<file path="config.mk">
export PLATFORM = sky130hd
export DESIGN_NAME = calendar_time_to_epoch_seconds_unit
export DESIGN_NICKNAME = d
export VERILOG_FILES = /design/src/ctes_pkg.sv /design/src/calendar_time_to_epoch_seconds_unit.sv
export SDC_FILE = /design/constraint.sdc
export NUM_CORES = 2
export LEC_CHECK = 0
export ABC_AREA = 1
export BUFFER_PORTS_ARGS = -buffer_cell sky130_fd_sc_hd__buf_2
export CAP_MARGIN = 10
export CORE_UTILIZATION = 41
export DETAILED_ROUTE_END_ITERATION = 10
export GPL_TIMING_DRIVEN = 0
export PLACE_DENSITY = 0.54
export SETUP_SLACK_MARGIN = 0.5
export SYNTH_ARGS = -nofsm -noshare
export SYNTH_HDL_FRONTEND = slang
export SYNTH_SLANG_ARGS = --single-unit
</file>
<file path="constraint.sdc">
create_clock -name i_clk -period 20.8 [get_ports i_clk]
set_input_delay 2.08 -clock i_clk [delete_from_list [all_inputs] [get_ports i_clk]]
set_output_delay 2.08 -clock i_clk [all_outputs]
set_load 0.03 [all_outputs]
</file>
<file path="src/ctes_pkg.sv">
// Package with item types, constants and the month table for the calendar-to-epoch unit.
`default_nettype none

package ctes_pkg;

    typedef struct packed {
        logic signed [15:0] second;
        logic signed [15:0] minute;
        logic signed [15:0] hour_of_day;
        logic signed [15:0] day_of_month;
        logic signed [15:0] month_index;
        logic signed [15:0] years_since_1900;
    } t_in_item;

    typedef struct packed {
        logic [37:0] epoch_seconds;
        logic        overflow;
    } t_out_item;

    localparam int NUM_STAGES = 7;

    localparam int EPOCH_YEAR    = 1970;
    localparam int BASE_YEAR     = 1900;
    localparam int MIN_YEAR_OFS  = EPOCH_YEAR - BASE_YEAR;
    localparam int SECS_PER_DAY  = 86400;
    localparam int SECS_PER_HOUR = 3600;
    localparam int SECS_PER_MIN  = 60;
    localparam int DAYS_PER_YEAR = 365;
    localparam int MONTHS        = 12;
    localparam int CENTURY       = 100;

    // Reciprocals: floor(x / 12) = (x * RECIP12) >> 19 for x below 2^15,
    // floor(x / 100) = (x * RECIP100) >> 22 for x below 40000.
    localparam int RECIP12       = 43691;
    localparam int RECIP12_SHIFT = 19;
    localparam int RECIP100      = 41944;
    localparam int RECIP100_SHIFT = 22;

    localparam int LEAPS_1969 = 1969 / 4 - 1969 / 100 + 1969 / 400;

    localparam logic [37:0] LAST_SECOND = 38'd253402300799;

    function automatic logic [8:0] month_start(input logic [3:0] month);
        logic [8:0] days;
        case (month)
            4'd0:    days = 9'd0;
            4'd1:    days = 9'd31;
            4'd2:    days = 9'd59;
            4'd3:    days = 9'd90;
            4'd4:    days = 9'd120;
            4'd5:    days = 9'd151;
            4'd6:    days = 9'd181;
            4'd7:    days = 9'd212;
            4'd8:    days = 9'd243;
            4'd9:    days = 9'd273;
            4'd10:   days = 9'd304;
            4'd11:   days = 9'd334;
            default: days = 9'd0;
        endcase
        return days;
    endfunction

endpackage

`default_nettype wire

</file>
<file path="src/calendar_time_to_epoch_seconds_unit.sv">
// Pipelined conversion of broken-down UTC calendar time to seconds since 1970.
//
// Channel  Direction  Handshake                Payload
// in       input      i_in_valid / o_in_ready  i_in_data  (t_in_item)
// out      output     o_out_valid / i_out_ready o_out_data (t_out_item)
//
// Seven register stages; the last one is the output register.
// One item is accepted per cycle while the output side takes results.
// Each stage loads when it is empty or the stage after it moves, so bubbles close up
// and a stall at the output holds every item in place.
// Reset empties all stages; payload registers are not reset.
`default_nettype none

module calendar_time_to_epoch_seconds_unit import ctes_pkg::*; (
    input  wire logic      i_clk,
    input  wire logic      i_rst_n,
    input  wire logic      i_in_valid,
    output logic           o_in_ready,
    input  wire t_in_item  i_in_data,
    output logic           o_out_valid,
    input  wire logic      i_out_ready,
    output t_out_item      o_out_data
);

    logic [NUM_STAGES-1:0] r_vld;
    logic [NUM_STAGES-1:0] adv;

    always_comb begin
        adv[NUM_STAGES-1] = !r_vld[NUM_STAGES-1] || i_out_ready;
        for (int k = NUM_STAGES - 2; k >= 0; k--) begin
            adv[k] = !r_vld[k] || adv[k+1];
        end
    end

    assign o_in_ready  = adv[0];
    assign o_out_valid = r_vld[NUM_STAGES-1];

    always_ff @(posedge i_clk) begin
        if (!i_rst_n) begin
            r_vld <= '0;
        end else begin
            if (adv[0]) begin
                r_vld[0] <= i_in_valid;
            end
            for (int k = 1; k < NUM_STAGES; k++) begin
                if (adv[k]) begin
                    r_vld[k] <= r_vld[k-1];
                end
            end
        end
    end

    // Stage 1: field checks, month divided by twelve, time-of-day products.
    logic [30:0] q12_prod;
    logic        n1_bad;
    logic [11:0] r1_q;
    logic [14:0] r1_mon;
    logic [14:0] r1_yr;
    logic [14:0] r1_mday;
    logic [26:0] r1_hsec;
    logic [21:0] r1_msec;
    logic        r1_bad;

    assign q12_prod = 31'(i_in_data.month_index[14:0]) * 31'(RECIP12);

    always_comb begin
        n1_bad = i_in_data.second[15] || i_in_data.minute[15] || i_in_data.hour_of_day[15]
              || i_in_data.month_index[15]
              || (i_in_data.years_since_1900 < 16'(MIN_YEAR_OFS))
              || (i_in_data.day_of_month < 16'sd1);
    end

    always_ff @(posedge i_clk) begin
        if (adv[0]) begin
            r1_q    <= q12_prod[RECIP12_SHIFT +: 12];
            r1_mon  <= i_in_data.month_index[14:0];
            r1_yr   <= i_in_data.years_since_1900[14:0];
            r1_mday <= i_in_data.day_of_month[14:0];
            r1_hsec <= 27'(i_in_data.hour_of_day[14:0]) * 27'(SECS_PER_HOUR);
            r1_msec <= 22'(i_in_data.minute[14:0]) * 22'(SECS_PER_MIN)
                     + 22'(i_in_data.second[14:0]);
            r1_bad  <= n1_bad;
        end
    end

    // Stage 2: month remainder, full year, seconds within the day.
    logic [14:0] mon_rem_full;
    logic [3:0]  r2_rem;
    logic [15:0] r2_year;
    logic [26:0] r2_hms;
    logic [14:0] r2_mday;
    logic        r2_bad;

    assign mon_rem_full = r1_mon - 15'(r1_q) * 15'(MONTHS);

    always_ff @(posedge i_clk) begin
        if (adv[1]) begin
            r2_rem  <= mon_rem_full[3:0];
            r2_year <= 16'(r1_yr) + 16'(BASE_YEAR) + 16'(r1_q);
            r2_hms  <= r1_hsec + 27'(r1_msec);
            r2_mday <= r1_mday;
            r2_bad  <= r1_bad;
        end
    end

    // Stage 3: previous year divided by one hundred.
    logic [15:0] prev_year;
    logic [31:0] q100_prod;
    logic [15:0] r3_n;
    logic [8:0]  r3_q100;
    logic [3:0]  r3_rem;
    logic [26:0] r3_hms;
    logic [14:0] r3_mday;
    logic        r3_bad;

    assign prev_year = r2_year - 16'd1;
    assign q100_prod = 32'(prev_year) * 32'(RECIP100);

    always_ff @(posedge i_clk) begin
        if (adv[2]) begin
            r3_n    <= prev_year;
            r3_q100 <= q100_prod[RECIP100_SHIFT +: 9];
            r3_rem  <= r2_rem;
            r3_hms  <= r2_hms;
            r3_mday <= r2_mday;
            r3_bad  <= r2_bad;
        end
    end

    // Stage 4: leap count, leap flag, whole-year days and days within the year.
    logic [6:0]  rem100;
    logic        is_leap;
    logic [13:0] r4_leaps;
    logic [23:0] r4_ydays;
    logic [15:0] r4_mdays;
    logic [26:0] r4_hms;
    logic        r4_bad;

    assign rem100  = 7'(r3_n - 16'(r3_q100) * 16'(CENTURY));
    assign is_leap = (r3_n[1:0] == 2'd3)
                  && ((rem100 != 7'(CENTURY - 1)) || (r3_q100[1:0] == 2'd3));

    always_ff @(posedge i_clk) begin
        if (adv[3]) begin
            r4_leaps <= 14'(r3_n >> 2) - 14'(r3_q100) + 14'(r3_q100 >> 2) - 14'(LEAPS_1969);
            r4_ydays <= 24'(r3_n - 16'(EPOCH_YEAR - 1)) * 24'(DAYS_PER_YEAR);
            r4_mdays <= 16'(month_start(r3_rem)) + 16'((r3_rem > 4'd1) && is_leap)
                      + 16'(r3_mday) - 16'd1;
            r4_hms   <= r3_hms;
            r4_bad   <= r3_bad;
        end
    end

    // Stage 5: day count since the epoch.
    logic [23:0] r5_days;
    logic [26:0] r5_hms;
    logic        r5_bad;

    always_ff @(posedge i_clk) begin
        if (adv[4]) begin
            r5_days <= r4_ydays + 24'(r4_leaps) + 24'(r4_mdays);
            r5_hms  <= r4_hms;
            r5_bad  <= r4_bad;
        end
    end

    // Stage 6: days to seconds.
    logic [40:0] r6_dsec;
    logic [26:0] r6_hms;
    logic        r6_bad;

    always_ff @(posedge i_clk) begin
        if (adv[5]) begin
            r6_dsec <= 41'(r5_days) * 41'(SECS_PER_DAY);
            r6_hms  <= r5_hms;
            r6_bad  <= r5_bad;
        end
    end

    // Stage 7: total, range check and output register.
    logic [41:0] total;
    t_out_item   n_out;
    t_out_item   r_out;

    always_comb begin
        total = 42'(r6_dsec) + 42'(r6_hms);
        n_out.overflow = r6_bad || (total > 42'(LAST_SECOND));
        n_out.epoch_seconds = n_out.overflow ? '0 : total[37:0];
    end

    always_ff @(posedge i_clk) begin
        if (adv[6]) begin
            r_out <= n_out;
        end
    end

    assign o_out_data = r_out;

endmodule

`default_nettype wire
</file>
### Word level (Yosys, flattened, before mapping)

Memories as Yosys holds them, arrays and structs flattened. A register that Yosys moved wholly into a read port is not among the register bits.
Index checks and enable logic that the tools add are counted.

* flip-flop bits (word level): 469
* memory bits (read-only): 144
* output and inout port bits: 41
* memories: 1

Memories
* (name not given): words 16, bits a word 9, rd ports 1, clocked after memory_dff 1, write ports 0, RTL line ctes_pkg.sv:45 `case (month)`

* $add $sub $neg: 17
* multipliers: 8
* $lt $le $gt $ge: 4
* eq/ne operators: 3
* mux-type cells: 2
* reductions and logical operators: 23

Operator list (count)
* $add 41x27->42: 1
* $gt 42x38->1 const B: 1
* $mul 24x10->34 const B: 1
* $sub 16x1->16 const B: 2
* $mul 15x16->31 const B: 1
* $mul 16x13->28 const B: 1
* $add 27x22->27: 1
* $add 24x14->24: 1
* $add 24x16->24: 1
* $mul 17x10->24 const B: 1
* $mul 15x8->23 const B: 1
* $add 21x15->22: 1
* $mul 15x4->19 const B: 1
* $sub 16x11->17 const B: 1
* $add 10x15->16: 1
* $add 15x11->16 const B: 1
* $add 16x12->16: 1
* $lt 16x2->1 const B: 1
* $lt 16x8->1 const B: 1
* $add 14x7->14: 1
* $logic_or 1x1->1: 14
* $sub 14x9->14: 1
* $sub 14x9->14 const B: 1
* $mul 12x2->2 const B: 1
* other kinds (11): 19

### Logic depth before layout (Yosys ltp)

* depth after elaboration: 9
* gate-level depth with buffers: 37
* gate-level depth less buffers: 37

### Least setup slack after synthesis

No wires, ideal clock.

* path kind: input -> output
* from: in i_out_ready
* to: out o_in_ready
* data arrival time: 9.731 ns
* data required time: 18.720 ns
* slack: 8.989 ns
* stages: 12
* cells stage by stage: nor2_1 -> inv_2 -> nor2_1 -> inv_1 -> nor2_1 -> inv_1 -> nor2_1 -> inv_2 -> nor2_2 -> clkinv_1 -> nor2_1 -> nand2_1

* cells in the longest elaborated chain, start to end: 7

RTL lines
* from (decl): RTL line calendar_time_to_epoch_seconds_unit.sv:21 `input wire logic i_out_ready,`
* $logic_or 1x1->1: RTL line calendar_time_to_epoch_seconds_unit.sv:29 `adv[NUM_STAGES-1] = !r_vld[NUM_STAGES-1] || i_out_ready;`
* net adv[6]: RTL line calendar_time_to_epoch_seconds_unit.sv:26 `logic [NUM_STAGES-1:0] adv;`
* $logic_or 1x1->1: RTL line calendar_time_to_epoch_seconds_unit.sv:31 `adv[k] = !r_vld[k] || adv[k+1];`
* net adv[5]: RTL line calendar_time_to_epoch_seconds_unit.sv:26
* $logic_or 1x1->1: RTL line calendar_time_to_epoch_seconds_unit.sv:31
* net adv[4]: RTL line calendar_time_to_epoch_seconds_unit.sv:26
* $logic_or 1x1->1: RTL line calendar_time_to_epoch_seconds_unit.sv:31
* net adv[3]: RTL line calendar_time_to_epoch_seconds_unit.sv:26
* $logic_or 1x1->1 (3 in series): RTL line calendar_time_to_epoch_seconds_unit.sv:31
* to (decl): RTL line calendar_time_to_epoch_seconds_unit.sv:18 `output logic o_in_ready,`

The timed path passes the listed nets, and every way through them passes these cells.

### Worst setup path in the final report

Same ends and word-level chain as after synthesis.

==> flow_summary.ini <==
[clocking]
cts_made_buffers = 57
postCtsSetupBuffers = 0
cts_tree = done
cts_buffer_depth = 3
cts_resized = 0
clkSinkCount = 478
ctsHoldBuffers = 0
htree_num_levels = 2
insertion_delay_ns = 0.65
clkTransAtPathRegs_ns = 0.06
cts-root-buf = clkbuf_16

[routing]
via_count = 26800
finalWirelength_um = 81000
drtAntennaViolNets = 0
wl_per_cell_um = 14.2
drc = 0
first_pass_iters = 5
viasPerCell = 4.71
drt_iter0_drc = 1192

[synth]
syn_area_per_cell_um2 = 10.0
ys_types = 51
syn_nets = 5178
syn_area_um2 = 41300
ys.flop_type = edfxtp_1
yosysMostFrequentCell = inv_1
synth-edff-count = 462
async_reset_ff_share_pct = 0
synth_cells = 4134
ys_seq_elements = 478
synth.area.top_cells = edfxtp_1 34%, ha_1 19%, fa_1 16%
yosysWarnings = 0
yosysSeqAreaShare_pct = 34.3
yosys-top-cells-count = 1002 x inv_1, 618 x ha_1, 514 x nand2_1
synth.largest_area_cell = edfxtp_1
netlist.area_leader.share_pct = 33.6

[run_status]
status = complete, no violations

[critical_path]
worstPathCellList = buf_2 > nor2_1 > inv_2 > nor2_1 > inv_2 > nor2_1 > inv_2 > buf_12 > nor2_1 > inv_4 > nor2_2 > clkinv_2 > buf_16 > nor2_1 > nand2_4 > buf_2
r2r-end = r3_q100[8]$_DFFE_PN_
crit_fanout = 49
startpoint = i_out_ready
cp_top_family = buffers and inverters
path_buf_inv = 9
crit_top_cell = nor2_1
worstSetupPathType = in -> out
worstSetupStartpointType = primary input
rr_startpoint = r2_year[2]$_DFFE_PP_
endpoint_kind = output pin
cp.arrival_ns = 6.39
rr_worst_depth = 34
regToRegSetupSlack_ns = 13.39
slowest_stage = clkinv_2
cp.required_ns = 18.72
slowest_delay_ns = 0.51

[cells_and_area]
multi_input_area_um2 = 23300
final_util_pct = 45.9
num-nets-final = 5383
drive_above_1_share_pct = 7.18
n_antenna_cell = 0
fillers = 9627
final-seq-area_um2 = 14200
synthToLayoutAreaGrowth_pct = 10.9

[floorplanning]
ios = 141
die_x_um = 320
die_h_um = 320
core_um2 = 100000
dieArea_um2 = 102000
initial_utilization_pct = 41.3
rows = 116

[placed_design]
hpwlAfterDp_um = 68900
portBuffers = 140
gp_congestion = 0.876

[global_routing]
track_usage_pct = 16.5
gr-max-usage-layer = met2
grt_pass1_wl_um = 137000
grt_use_met1_pct = 22.7
grt_overflow = 0
grt_max_degree = 60
grtUsageMet2_pct = 27.7
antenna_found_initial = 0
grt_pass1_vias = 27600
grt_util_met3_pct = 2.50

[min_path]
worstHoldStart = r2_mday[14]$_DFFE_PP_
hold_class = reg -> reg
min_path_cells = 0
min_to = r3_mday[14]$_DFFE_PN_

[timing]
max_freq_mhz = 118
fin_crit_sh_pct = 40.7
rsz0062_at_grt = no
hold_violations = 0
clock_skew_ns = 0.0597
setup_viol = 0
period_needed_ns = 8.47
worst_slew_pin_slew_ns = 0.863
setup-tns-final_ns = 0
relSlewSlack_pct = 42.4
slew_viol_final = 0

[flow_run]
drv_cap = 0
area by class of cell:
type / count / share of cell area, %
clock buffers: 65 / 3.27
multi-input cells: 2638 / 50.8
repair buffers: 146 / 1.84
plain buffers: 4 / 0.0900
clock inverters: 42 / 1.20
inverters: 1014 / 8.31
well taps: 1298 / 3.54
flip-flops and latches: 478 / 30.9
worst max path at each step:
stage | endpoint | slack (ns) | cells past startpoint
finish | o_in_ready | 12.33 | 16
global placement | o_in_ready | 5.33 | 14
global route | o_in_ready | 11.76 | 16
floorplan | o_in_ready | 8.99 | 12
detailed placement | o_in_ready | 12.13 | 16
CTS | o_in_ready | 12.12 | 16
registers in the layout, summed over array words and instances (netlist names), 23 cells and up, named ones only:
name / flops
o_out_data: 39
r6_dsec: 34
r2_hms: 27
r3_hms: 27
r4_hms: 27
r5_hms: 27
r6_hms: 27
r4_ydays: 24
r5_days: 24
r1_hsec: 23
layout by cell type, fill, tap and decap left out, drive strengths merged, types with 4 or more instances in the layout:
| cell type | Yosys | final |
|---|---|---|
| a211oi | 6 | 6 |
| a21boi | 6 | 6 |
| a21o | 8 | 8 |
| a21oi | 259 | 259 |
| a221oi | 4 | 4 |
| a31oi | 16 | 16 |
| buf | 4 | 150 |
| bufinv | 0 | 10 |
| clkbuf | 0 | 65 |
| clkinv | 3 | 25 |
| clkinvlp | 0 | 5 |
| dfxtp | 16 | 16 |
| edfxtp | 462 | 462 |
| fa | 326 | 326 |
| ha | 618 | 618 |
| inv | 1011 | 1016 |
| nand2 | 524 | 524 |
| nand3 | 113 | 113 |
| nand3b | 9 | 9 |
| nand4 | 40 | 40 |
| nor2 | 229 | 229 |
| nor3 | 28 | 28 |
| nor4 | 16 | 16 |
| o2111ai | 6 | 6 |
| o211ai | 11 | 11 |
| o21a | 5 | 5 |
| o21ai | 124 | 124 |
| o21bai | 14 | 14 |
| o31ai | 4 | 4 |
| or2 | 5 | 5 |
| xnor2 | 84 | 84 |
| xor2 | 168 | 168 |
cells by family (layout without fill, tap and decap cells):
group / Yosys count / count (layout) / synth area share, %
adders and majority gates: 944 / 944 / 34.5
xor gates and xnor gates: 252 / 252 / 5.38
DFF: 478 / 478 / 34.3
and+or+nand+nor: 968 / 968 / 10.2
AOI/OAI and AO/OA: 474 / 474 / 6.33
buffers and inverters: 1018 / 1271 / 9.31
metrics by stage:
stage	std cells	setup slack (ns)	cell area [um2]	hold slack [ns]
after floorplan	4134	8.99	41300	0.400
after global placement	5572	5.33	43700	0.401
after detailed placement	5578	12.13	43800	0.405
after CTS	5685	12.12	45900	0.403
after global routing	5685	11.76	45900	0.411
final	5685	12.33	45900	0.402
routing by layer:
metal / vias to the layer above / share of wire, % / wire length, um
met5: - / 0 / 0
met4: 0 / 1.7 / 1390
met3: 84 / 3.3 / 2710
met2: 320 / 46 / 37000
met1: 12500 / 49 / 39800
li1: 13800 / - / -
Power is left out: the tool's default activity adds up to more than one toggle a clock period on the data nets, which glitch-free logic cannot reach.
